## config.mk

```make
export PLATFORM = sky130hd
export DESIGN_NAME = serial_frame_receive_deframer_top
export DESIGN_NICKNAME = d
export VERILOG_FILES = /design/src/sv/sfrd_pkg.sv /design/src/sv/serial_frame_receive_deframer_top.sv
export SDC_FILE = /design/constraint.sdc
export NUM_CORES = 1
export LEC_CHECK = 0
export ABC_AREA = 0
export BUFFER_PORTS_ARGS = -buffer_cell sky130_fd_sc_hd__buf_2
export CORE_UTILIZATION = 60
export CTS_CLUSTER_SIZE = 25
export DETAILED_ROUTE_END_ITERATION = 10
export GPL_TIMING_DRIVEN = 0
export PLACE_DENSITY = 0.83
export SLEW_MARGIN = 5
export SYNTH_ARGS = -nofsm -noshare
export SYNTH_HDL_FRONTEND = slang
export SYNTH_SLANG_ARGS = --single-unit
```

## constraint.sdc

```tcl
create_clock -name clk -period 20.6 [get_ports clk]
set_clock_uncertainty 0.05 [all_clocks]
set_input_delay 3.09 -clock clk [delete_from_list [all_inputs] [get_ports clk]]
set_output_delay 3.09 -clock clk [all_outputs]
set_load 0.01 [all_outputs]
```

## src/sv/sfrd_pkg.sv

```systemverilog
// Shared types, constants and the CRC-16 byte update for the frame deframer.
// No dependencies.
package sfrd_pkg;

	// Configuration register indexes.
	typedef enum logic [1:0] {
		CFG_CRC_ENABLE    = 2'd0,
		CFG_BOUNDARY_BYTE = 2'd1,
		CFG_ESCAPE_BYTE   = 2'd2,
		CFG_ESCAPE_MASK   = 2'd3
	} cfg_index_t;

	typedef logic [7:0]  byte_t;
	typedef logic [14:0] len_t;
	typedef logic [15:0] crc_t;
	typedef logic [15:0] count_t;
	typedef logic [1:0]  hdr_size_t;

	// CRC-16 (reflected polynomial) constants.
	localparam crc_t CRC_POLY = 16'hA001;
	localparam crc_t CRC_INIT = 16'hFFFF;

	// Length byte: top bit selects the two-byte form.
	localparam byte_t LEN_LONG_BIT = 8'h80;
	localparam byte_t LEN_LOW_MASK = 8'h7F;

	// Header sizes: command plus one or two length bytes.
	localparam hdr_size_t HDR_SHORT = 2'd2;
	localparam hdr_size_t HDR_LONG  = 2'd3;

	// Register reset values.
	localparam logic  RST_CRC_ENABLE    = 1'b1;
	localparam byte_t RST_BOUNDARY_BYTE = 8'h7E;
	localparam byte_t RST_ESCAPE_BYTE   = 8'h7D;
	localparam byte_t RST_ESCAPE_MASK   = 8'h20;

	// One byte through the CRC, bit by bit, LSB first.
	function automatic crc_t crc16_byte(input crc_t crc_in, input byte_t data);
		crc_t c;
		c = crc_in ^ {8'h00, data};
		for (int k = 0; k < 8; k++) begin
			if (c[0]) begin
				c = (c >> 1) ^ CRC_POLY;
			end else begin
				c = c >> 1;
			end
		end
		return c;
	endfunction

endpackage

```

## src/sv/serial_frame_receive_deframer_top.sv

```systemverilog
// Byte-stuffed serial frame deframer with CRC-16 check: top level.
// Depends on sfrd_pkg.
//
// Usage:
// Line bytes enter on the input channel (in_valid, in_stall, rx_byte), one
// request per byte. Escape bytes and bytes outside a frame produce no result.
// Each payload byte, each frame end and each aborted frame produces one result
// request on the output channel (out_valid, out_stall and the result fields).
// A byte is captured in the input register, decoded against the framing
// state in the next cycle and written into the result register, from which
// its result is offered; a held result can keep the byte in the input register.
// Throughput is one byte per cycle without stalls; the framing state and the
// CRC update sit in one short path between the input and result registers.
// When the receiver stalls, the held result stays in place and only bytes
// that would produce a new result wait in the input register; bytes that
// produce no result still pass. Stall reaches the input side in the same cycle.
// Reset clears all framing state, sets the CRC to all ones and loads the
// configuration registers with their defaults (CRC on, boundary 0x7E, escape
// 0x7D, mask 0x20). The user must write configuration only while idle (unchecked).
module serial_frame_receive_deframer_top (
	input  logic                clk,
	input  logic                arst_n,
	// Configuration write port
	input  logic                cfg_write_en,
	input  sfrd_pkg::cfg_index_t cfg_index,
	input  logic [7:0]          cfg_data,
	// Input channel
	input  logic                in_valid,
	output logic                in_stall,
	input  logic [7:0]          rx_byte,
	// Output channel
	output logic                out_valid,
	input  logic                out_stall,
	output logic                payload_valid,
	output logic [7:0]          payload_byte,
	output logic [14:0]         payload_index,
	output logic                frame_done,
	output logic [7:0]          frame_command,
	output logic [14:0]         frame_length,
	output logic                crc_ok,
	output logic                frame_aborted
);
	import sfrd_pkg::*;

	// Configuration registers
	logic      crc_enable_q;
	byte_t     boundary_byte_q;
	byte_t     escape_byte_q;
	byte_t     escape_mask_q;

	// Framing state
	logic      escape_pending_q;
	count_t    byte_count_q;
	hdr_size_t header_size_q;
	len_t      expected_length_q;
	crc_t      running_crc_q;
	byte_t     command_hold_q;

	// Input register
	logic      valid_s1;
	byte_t     byte_s1;

	// Result register
	logic      out_valid_q;
	logic      res_payload_valid_q;
	byte_t     res_payload_byte_q;
	len_t      res_payload_index_q;
	logic      res_frame_done_q;
	byte_t     res_frame_command_q;
	len_t      res_frame_length_q;
	logic      res_crc_ok_q;
	logic      res_frame_aborted_q;

	// Decode results
	logic      is_escape;
	byte_t     data_byte;
	logic      is_boundary;
	count_t    payload_offset;
	count_t    count_inc;
	logic [16:0] frame_total;
	crc_t      crc_base;
	crc_t      crc_upd;

	logic      escape_pending_nxt;
	count_t    byte_count_nxt;
	hdr_size_t header_size_nxt;
	len_t      expected_length_nxt;
	crc_t      running_crc_nxt;
	byte_t     command_hold_nxt;

	logic      res_pv;
	byte_t     res_pb;
	len_t      res_pi;
	logic      res_done;
	logic      res_ok;
	logic      res_abort;
	logic      has_result;
	logic      advance_s1;

	// Configuration writes
	always_ff @(posedge clk or negedge arst_n) begin
		if (!arst_n) begin
			crc_enable_q    <= RST_CRC_ENABLE;
			boundary_byte_q <= RST_BOUNDARY_BYTE;
			escape_byte_q   <= RST_ESCAPE_BYTE;
			escape_mask_q   <= RST_ESCAPE_MASK;
		end else if (cfg_write_en) begin
			case (cfg_index)
				CFG_CRC_ENABLE:    crc_enable_q    <= cfg_data[0];
				CFG_BOUNDARY_BYTE: boundary_byte_q <= cfg_data;
				CFG_ESCAPE_BYTE:   escape_byte_q   <= cfg_data;
				CFG_ESCAPE_MASK:   escape_mask_q   <= cfg_data;
				default: ;
			endcase
		end
	end

	// Byte decode: unescape, boundary test, header and payload tracking, CRC.
	always_comb begin
		is_escape   = (byte_s1 == escape_byte_q);
		data_byte   = escape_pending_q ? (byte_s1 ^ escape_mask_q) : byte_s1;
		is_boundary = (data_byte == boundary_byte_q) && !escape_pending_q;

		payload_offset = byte_count_q - {14'd0, header_size_q};
		count_inc      = byte_count_q + 16'd1;
		crc_base       = ((byte_count_q == '0) && crc_enable_q) ? CRC_INIT : running_crc_q;
		crc_upd        = crc16_byte(crc_base, data_byte);

		escape_pending_nxt  = escape_pending_q;
		byte_count_nxt      = byte_count_q;
		header_size_nxt     = header_size_q;
		expected_length_nxt = expected_length_q;
		running_crc_nxt     = running_crc_q;
		command_hold_nxt    = command_hold_q;
		frame_total         = '0;

		res_pv    = 1'b0;
		res_pb    = '0;
		res_pi    = '0;
		res_done  = 1'b0;
		res_ok    = 1'b0;
		res_abort = 1'b0;

		if (is_escape) begin
			escape_pending_nxt = 1'b1;
		end else begin
			escape_pending_nxt = 1'b0;
			if (is_boundary) begin
				res_abort      = (byte_count_q != '0);
				byte_count_nxt = '0;
			end else begin
				if (byte_count_q == 16'd0) begin
					command_hold_nxt = data_byte;
				end else if (byte_count_q == 16'd1) begin
					if ((data_byte & LEN_LONG_BIT) != '0) begin
						header_size_nxt     = HDR_LONG;
						expected_length_nxt = {data_byte[6:0], 8'h00};
					end else begin
						header_size_nxt     = HDR_SHORT;
						expected_length_nxt = {7'd0, data_byte};
					end
				end else if ((byte_count_q == 16'd2) && (header_size_q == HDR_LONG)) begin
					expected_length_nxt = expected_length_q + {7'd0, data_byte};
				end else if (payload_offset < {1'b0, expected_length_q}) begin
					res_pv = 1'b1;
					res_pb = data_byte;
					res_pi = payload_offset[14:0];
				end
				if (crc_enable_q) begin
					running_crc_nxt = crc_upd;
				end
				// Frame end: header, payload and optional CRC bytes all taken.
				frame_total = {2'd0, expected_length_nxt} + {15'd0, header_size_nxt}
					+ {15'd0, crc_enable_q, 1'b0};
				if ({1'b0, count_inc} == frame_total) begin
					byte_count_nxt = '0;
					res_done       = 1'b1;
					res_ok         = !crc_enable_q || (running_crc_nxt == '0);
				end else begin
					byte_count_nxt = count_inc;
				end
			end
		end
		has_result = res_pv || res_done || res_abort;
	end

	// Handshake: a byte moves on unless it has a result and the slot is held.
	assign advance_s1 = valid_s1 && (!has_result || !out_valid_q || !out_stall);
	assign in_stall   = valid_s1 && !advance_s1;

	// Input register
	always_ff @(posedge clk or negedge arst_n) begin
		if (!arst_n) begin
			valid_s1 <= 1'b0;
		end else if (!in_stall) begin
			valid_s1 <= in_valid;
		end
	end

	always_ff @(posedge clk) begin
		if (!in_stall && in_valid) begin
			byte_s1 <= rx_byte;
		end
	end

	// Framing state update
	always_ff @(posedge clk or negedge arst_n) begin
		if (!arst_n) begin
			escape_pending_q  <= 1'b0;
			byte_count_q      <= '0;
			header_size_q     <= HDR_SHORT;
			expected_length_q <= '0;
			running_crc_q     <= CRC_INIT;
			command_hold_q    <= '0;
		end else if (advance_s1) begin
			escape_pending_q  <= escape_pending_nxt;
			byte_count_q      <= byte_count_nxt;
			header_size_q     <= header_size_nxt;
			expected_length_q <= expected_length_nxt;
			running_crc_q     <= running_crc_nxt;
			command_hold_q    <= command_hold_nxt;
		end
	end

	// Result register valid
	always_ff @(posedge clk or negedge arst_n) begin
		if (!arst_n) begin
			out_valid_q <= 1'b0;
		end else if (advance_s1 && has_result) begin
			out_valid_q <= 1'b1;
		end else if (!out_stall) begin
			out_valid_q <= 1'b0;
		end
	end

	// Result register payload
	always_ff @(posedge clk) begin
		if (advance_s1 && has_result) begin
			res_payload_valid_q <= res_pv;
			res_payload_byte_q  <= res_pb;
			res_payload_index_q <= res_pi;
			res_frame_done_q    <= res_done;
			res_frame_command_q <= command_hold_nxt;
			res_frame_length_q  <= expected_length_nxt;
			res_crc_ok_q        <= res_ok;
			res_frame_aborted_q <= res_abort;
		end
	end

	assign out_valid     = out_valid_q;
	assign payload_valid = res_payload_valid_q;
	assign payload_byte  = res_payload_byte_q;
	assign payload_index = res_payload_index_q;
	assign frame_done    = res_frame_done_q;
	assign frame_command = res_frame_command_q;
	assign frame_length  = res_frame_length_q;
	assign crc_ok        = res_crc_ok_q;
	assign frame_aborted = res_frame_aborted_q;

`ifndef SYNTHESIS
	// Every result request carries at least one event.
	a_result_has_event: assert property (@(posedge clk) disable iff (!arst_n)
		out_valid |-> (payload_valid || frame_done || frame_aborted))
		else $error("result without payload, frame end or abort");

	// A frame cannot end on the same byte that aborts it.
	a_done_not_abort: assert property (@(posedge clk) disable iff (!arst_n)
		out_valid |-> !(frame_done && frame_aborted))
		else $error("frame end and abort in one result");

	// The CRC flag is only reported with a frame end.
	a_crc_ok_at_end: assert property (@(posedge clk) disable iff (!arst_n)
		(out_valid && !frame_done) |-> !crc_ok)
		else $error("crc_ok without frame end");

	// Payload fields are zero when no payload byte is carried.
	a_payload_zero: assert property (@(posedge clk) disable iff (!arst_n)
		(out_valid && !payload_valid) |-> (payload_byte == '0 && payload_index == '0))
		else $error("payload fields set without a payload byte");
`endif

endmodule

```

==> impl_metrics.json <==
{
  "fp.dieH_um": 126.8,
  "synth-edff-count": 58,
  "firstDrtPassIters": 5,
  "final-instance-count-excl-fill": 1212,
  "post-route-util_pct": 69.56,
  "cp.arrival_ns": 7.55,
  "whs_ns": 0.4298,
  "gr-total-overflow": 0,
  "synth_area_per_cell_um2": 10.21,
  "core_area_um2": 15200,
  "num_rows": 45,
  "viasPerCell": 6.205,
  "ff2ff_path_depth": 21,
  "cts.clk_slew.worst_paths_ns": 0.07,
  "antenna_cells": 0,
  "ir_worst_vdd_mv": 0.09531,
  "die_area_um2": 16090,
  "finalPower_mw": 1.840,
  "rsz0062_at_grt": "false",
  "fillers": 1146,
  "area_growth_pct": 13.10,
  "grt_max_degree": 58,
  "cts_resized": 0,
  "rr_endpoint": "payload_index[10]",
  "synthesis.area_um2": 9350,
  "finalMaxSlewViolations": 0,
  "holdBufCountCts": 0,
  "fin_crit_sh_pct": 51.88,
  "endpoint_kind": "output pin",
  "port_buffers": 74,
  "leakage_nw": 4.377,
  "sw_frac_of_total_pct": 43.67,
  "syn_inst": 916,
  "reg2reg_from": "escape_pending_q",
  "reg2reg_setup_slack_ns": 12.62,
  "required_ns": 17.46,
  "cts_tree": "done",
  "clk_latency_ns": 0.43,
  "routed_wl_um": 23580,
  "die_w_um": 126.8,
  "hpwl_um": 17900,
  "cts_buffers": 17,
  "status": "complete, no violations",
  "tightest_slew_ns": 1.122,
  "power_switching_mw": 0.8033,
  "grt_antenna_before_repair": 0,
  "start_util_pct": 61.51,
  "maxCapViolCount": 0,
  "cp-start-kind": "flop",
  "grt_pass1_vias": 6981,
  "io-pin-count": 75,
  "post_cts_buffers": 0,
  "power_frac_seq_pct": 29.2,
  "numClockSinks": 143,
  "endpoint": "in_stall",
  "clkPwrFrac_pct": 15.8,
  "vias": 7521,
  "min_path_type": "flop to flop",
  "drc": 0,
  "pre_cts_slack_ns": 10.56,
  "crit_fanout": 10,
  "hold_viol": 0,
  "critPathKind": "flop to output pin",
  "p_int_mw": 1.036,
  "drive_gt1_share_pct": 22.85,
  "root_buffer": "clkbuf_16",
  "clockBufferDepth": 2,
  "setup-tns-final_ns": 0,
  "startpoint": "escape_pending_q",
  "globalplace.congestion": 0.9675,
  "dp.cells": 1180,
  "grt_pass1_wl_um": 37680,
  "synth_top_area_share_pct": 18.63,
  "synth_seq_cells": 143,
  "setup_viol": 0,
  "h-tree-depth": 4,
  "fmax_mhz": 93.57,
  "combPwrFrac_pct": 55.0,
  "placed_area_um2": 10020,
  "wl_per_cell_um": 19.46,
  "synth_seq_area_share_pct": 41.79,
  "synth-main-ff-cell": "edfxtp_1",
  "grt_usage_pct": 30.69,
  "synthTopCellsByArea": "edfxtp_1, dfrtp_1, dfstp_2, xnor2_1, mux2_2",
  "slew_headroom_pct": 25.23,
  "yosys.area.top_type": "edfxtp_1",
  "fin_crit_ns": 10.69,
  "yosys.cell_types.count": 76,
  "layout_setup_ws_ns": 9.913,
  "power_density_nw_per_um2": 174.0,
  "yosys_warnings": 0,
  "synth_nets": 974,
  "ant_nets": 0,
  "drtIter0Drc": 672,
  "layout.nets": 1069,
  "async_flop_share_pct": 59.44,
  "final_cell_area_um2": 10580
}
layout by cell type (no fill, tap or decap), types with 8 or more instances in the layout:
master     Yosys  layout
buf_2          6      79
inv_1         41      41
clkbuf_16      0      17
mux2_4         8       8
a21oi_1       35      35
nor3b_1        8       8
and2_1        22      22
nand3_1       25      25
a211oi_1      10      10
nand4_1       18      18
xor2_1        45      45
nor3_1        21      21
mux2_2        42      42
or2_2          9       9
xnor2_1       59      59
o21a_1        10      10
o21ai_0       47      47
a21o_1        12      12
or3_1          8       8
nor2_1        60      60
nor4_1        12      12
o211ai_1       8       8
dfstp_2       31      31
clkbuf_1      23      23
mux2_1        19      19
ha_1          31      31
nand2_1       78      78
edfxtp_1      58      58
dfrtp_1       54      54
layout make-up:
class	count	area, um2	area share, %
Clock inverter	15	128.9	1.219
Multi-Input combinational cell	693	5086	48.10
Tap cell	188	235.2	2.224
Timing Repair Buffer	76	427.9	4.046
Buffer	39	210.2	1.988
Sequential cell	143	3908	36.95
Inverter	41	153.9	1.455
Clock buffer	17	425.4	4.023
routing by layer:
metal / GRT usage, % / up-vias / share of wire (%)
met5: 0 / - / 0
met4: 12.04 / 0 / 2.9
met3: 4.639 / 52 / 7.1
met2: 47.35 / 327 / 45
met1: 43.64 / 3636 / 45
li1: - / 3506 / -
power by group through the flow:
stage | registers [mW] | clock network, mW | logic [mW]
floorplan | 0.553 | 0 | 0.694
global placement | 0.540 | 0 | 0.947
detailed placement | 0.537 | 0 | 0.984
CTS | 0.535 | 0.293 | 0.997
global route | 0.549 | 0.305 | 1.10
finish | 0.538 | 0.290 | 1.01
worst min-delay path by stage:
| stage | startpoint | end | cells after the start |
|---|---|---|---|
| after floorplan | running_crc_q[14] | running_crc_q[14] | 2 |
| after global placement | running_crc_q[14] | running_crc_q[14] | 2 |
| after detailed placement | running_crc_q[14] | running_crc_q[14] | 2 |
| after CTS | running_crc_q[14] | running_crc_q[14] | 2 |
| after global routing | running_crc_q[14] | running_crc_q[14] | 2 |
| final | running_crc_q[14] | running_crc_q[14] | 2 |
cell usage after synthesis, drive strengths merged, types with 8 or more instances:
cell type and count:
xnor2 60, or2 9, a211oi 10, nor2 60, a21o 12, and2 22, dfstp 31, buf 16
a21oi 37, clkbuf 23, o211ai 10, xor2 45, edfxtp 58, nor3 23, nor4 16, nand2 78
dfrtp 54, nand4 18, or3 8, inv 41, o21a 10, nor3b 8, nand3 26, ha 31
o21ai 49, mux2 69
registers in the layout, indices dropped and copies added, names as in the netlist:
signal,count
escape_byte_q,8
command_hold_q,8
frame_command,8
running_crc_q,16
crc_ok,1
byte_s1,8
header_size_q,2
crc_enable_q,1
expected_length_q,15
frame_aborted,1
payload_byte,8
boundary_byte_q,8
escape_pending_q,1
frame_length,15
byte_count_q,16
out_valid,1
payload_index,15
frame_done,1
payload_valid,1
valid_s1,1
escape_mask_q,8
worst max-delay path, cell delays in order (launching register included):
cell       delay (ns)
dfrtp_1          0.42
buf_2            0.24
clkbuf_1         0.39
nand2_1          0.15
xor2_1           0.81
inv_1            0.20
fa_1             0.51
a22oi_1          0.16
o21ai_0          0.21
fa_1             0.52
ha_1             0.24
fa_1             0.44
xor2_1           0.18
xnor2_1          0.26
or3b_2           0.47
a21oi_1          0.15
o2111ai_1        0.16
nor4_1           0.44
o211ai_4         0.23
o21ai_0          0.48
nand4_1          0.23
inv_1            0.08
buf_2            0.12
logic make-up after synthesis:
group	synth area share, %
AOI/OAI and AO/OA	11.91
and+or+nand+nor	18.21
xor gates and xnor gates	9.916
buffers and inverters	3.894
adders and majority gates	5.005
DFF	41.79
muxes	9.273
Note: power is estimated with default switching activity, not from simulation.
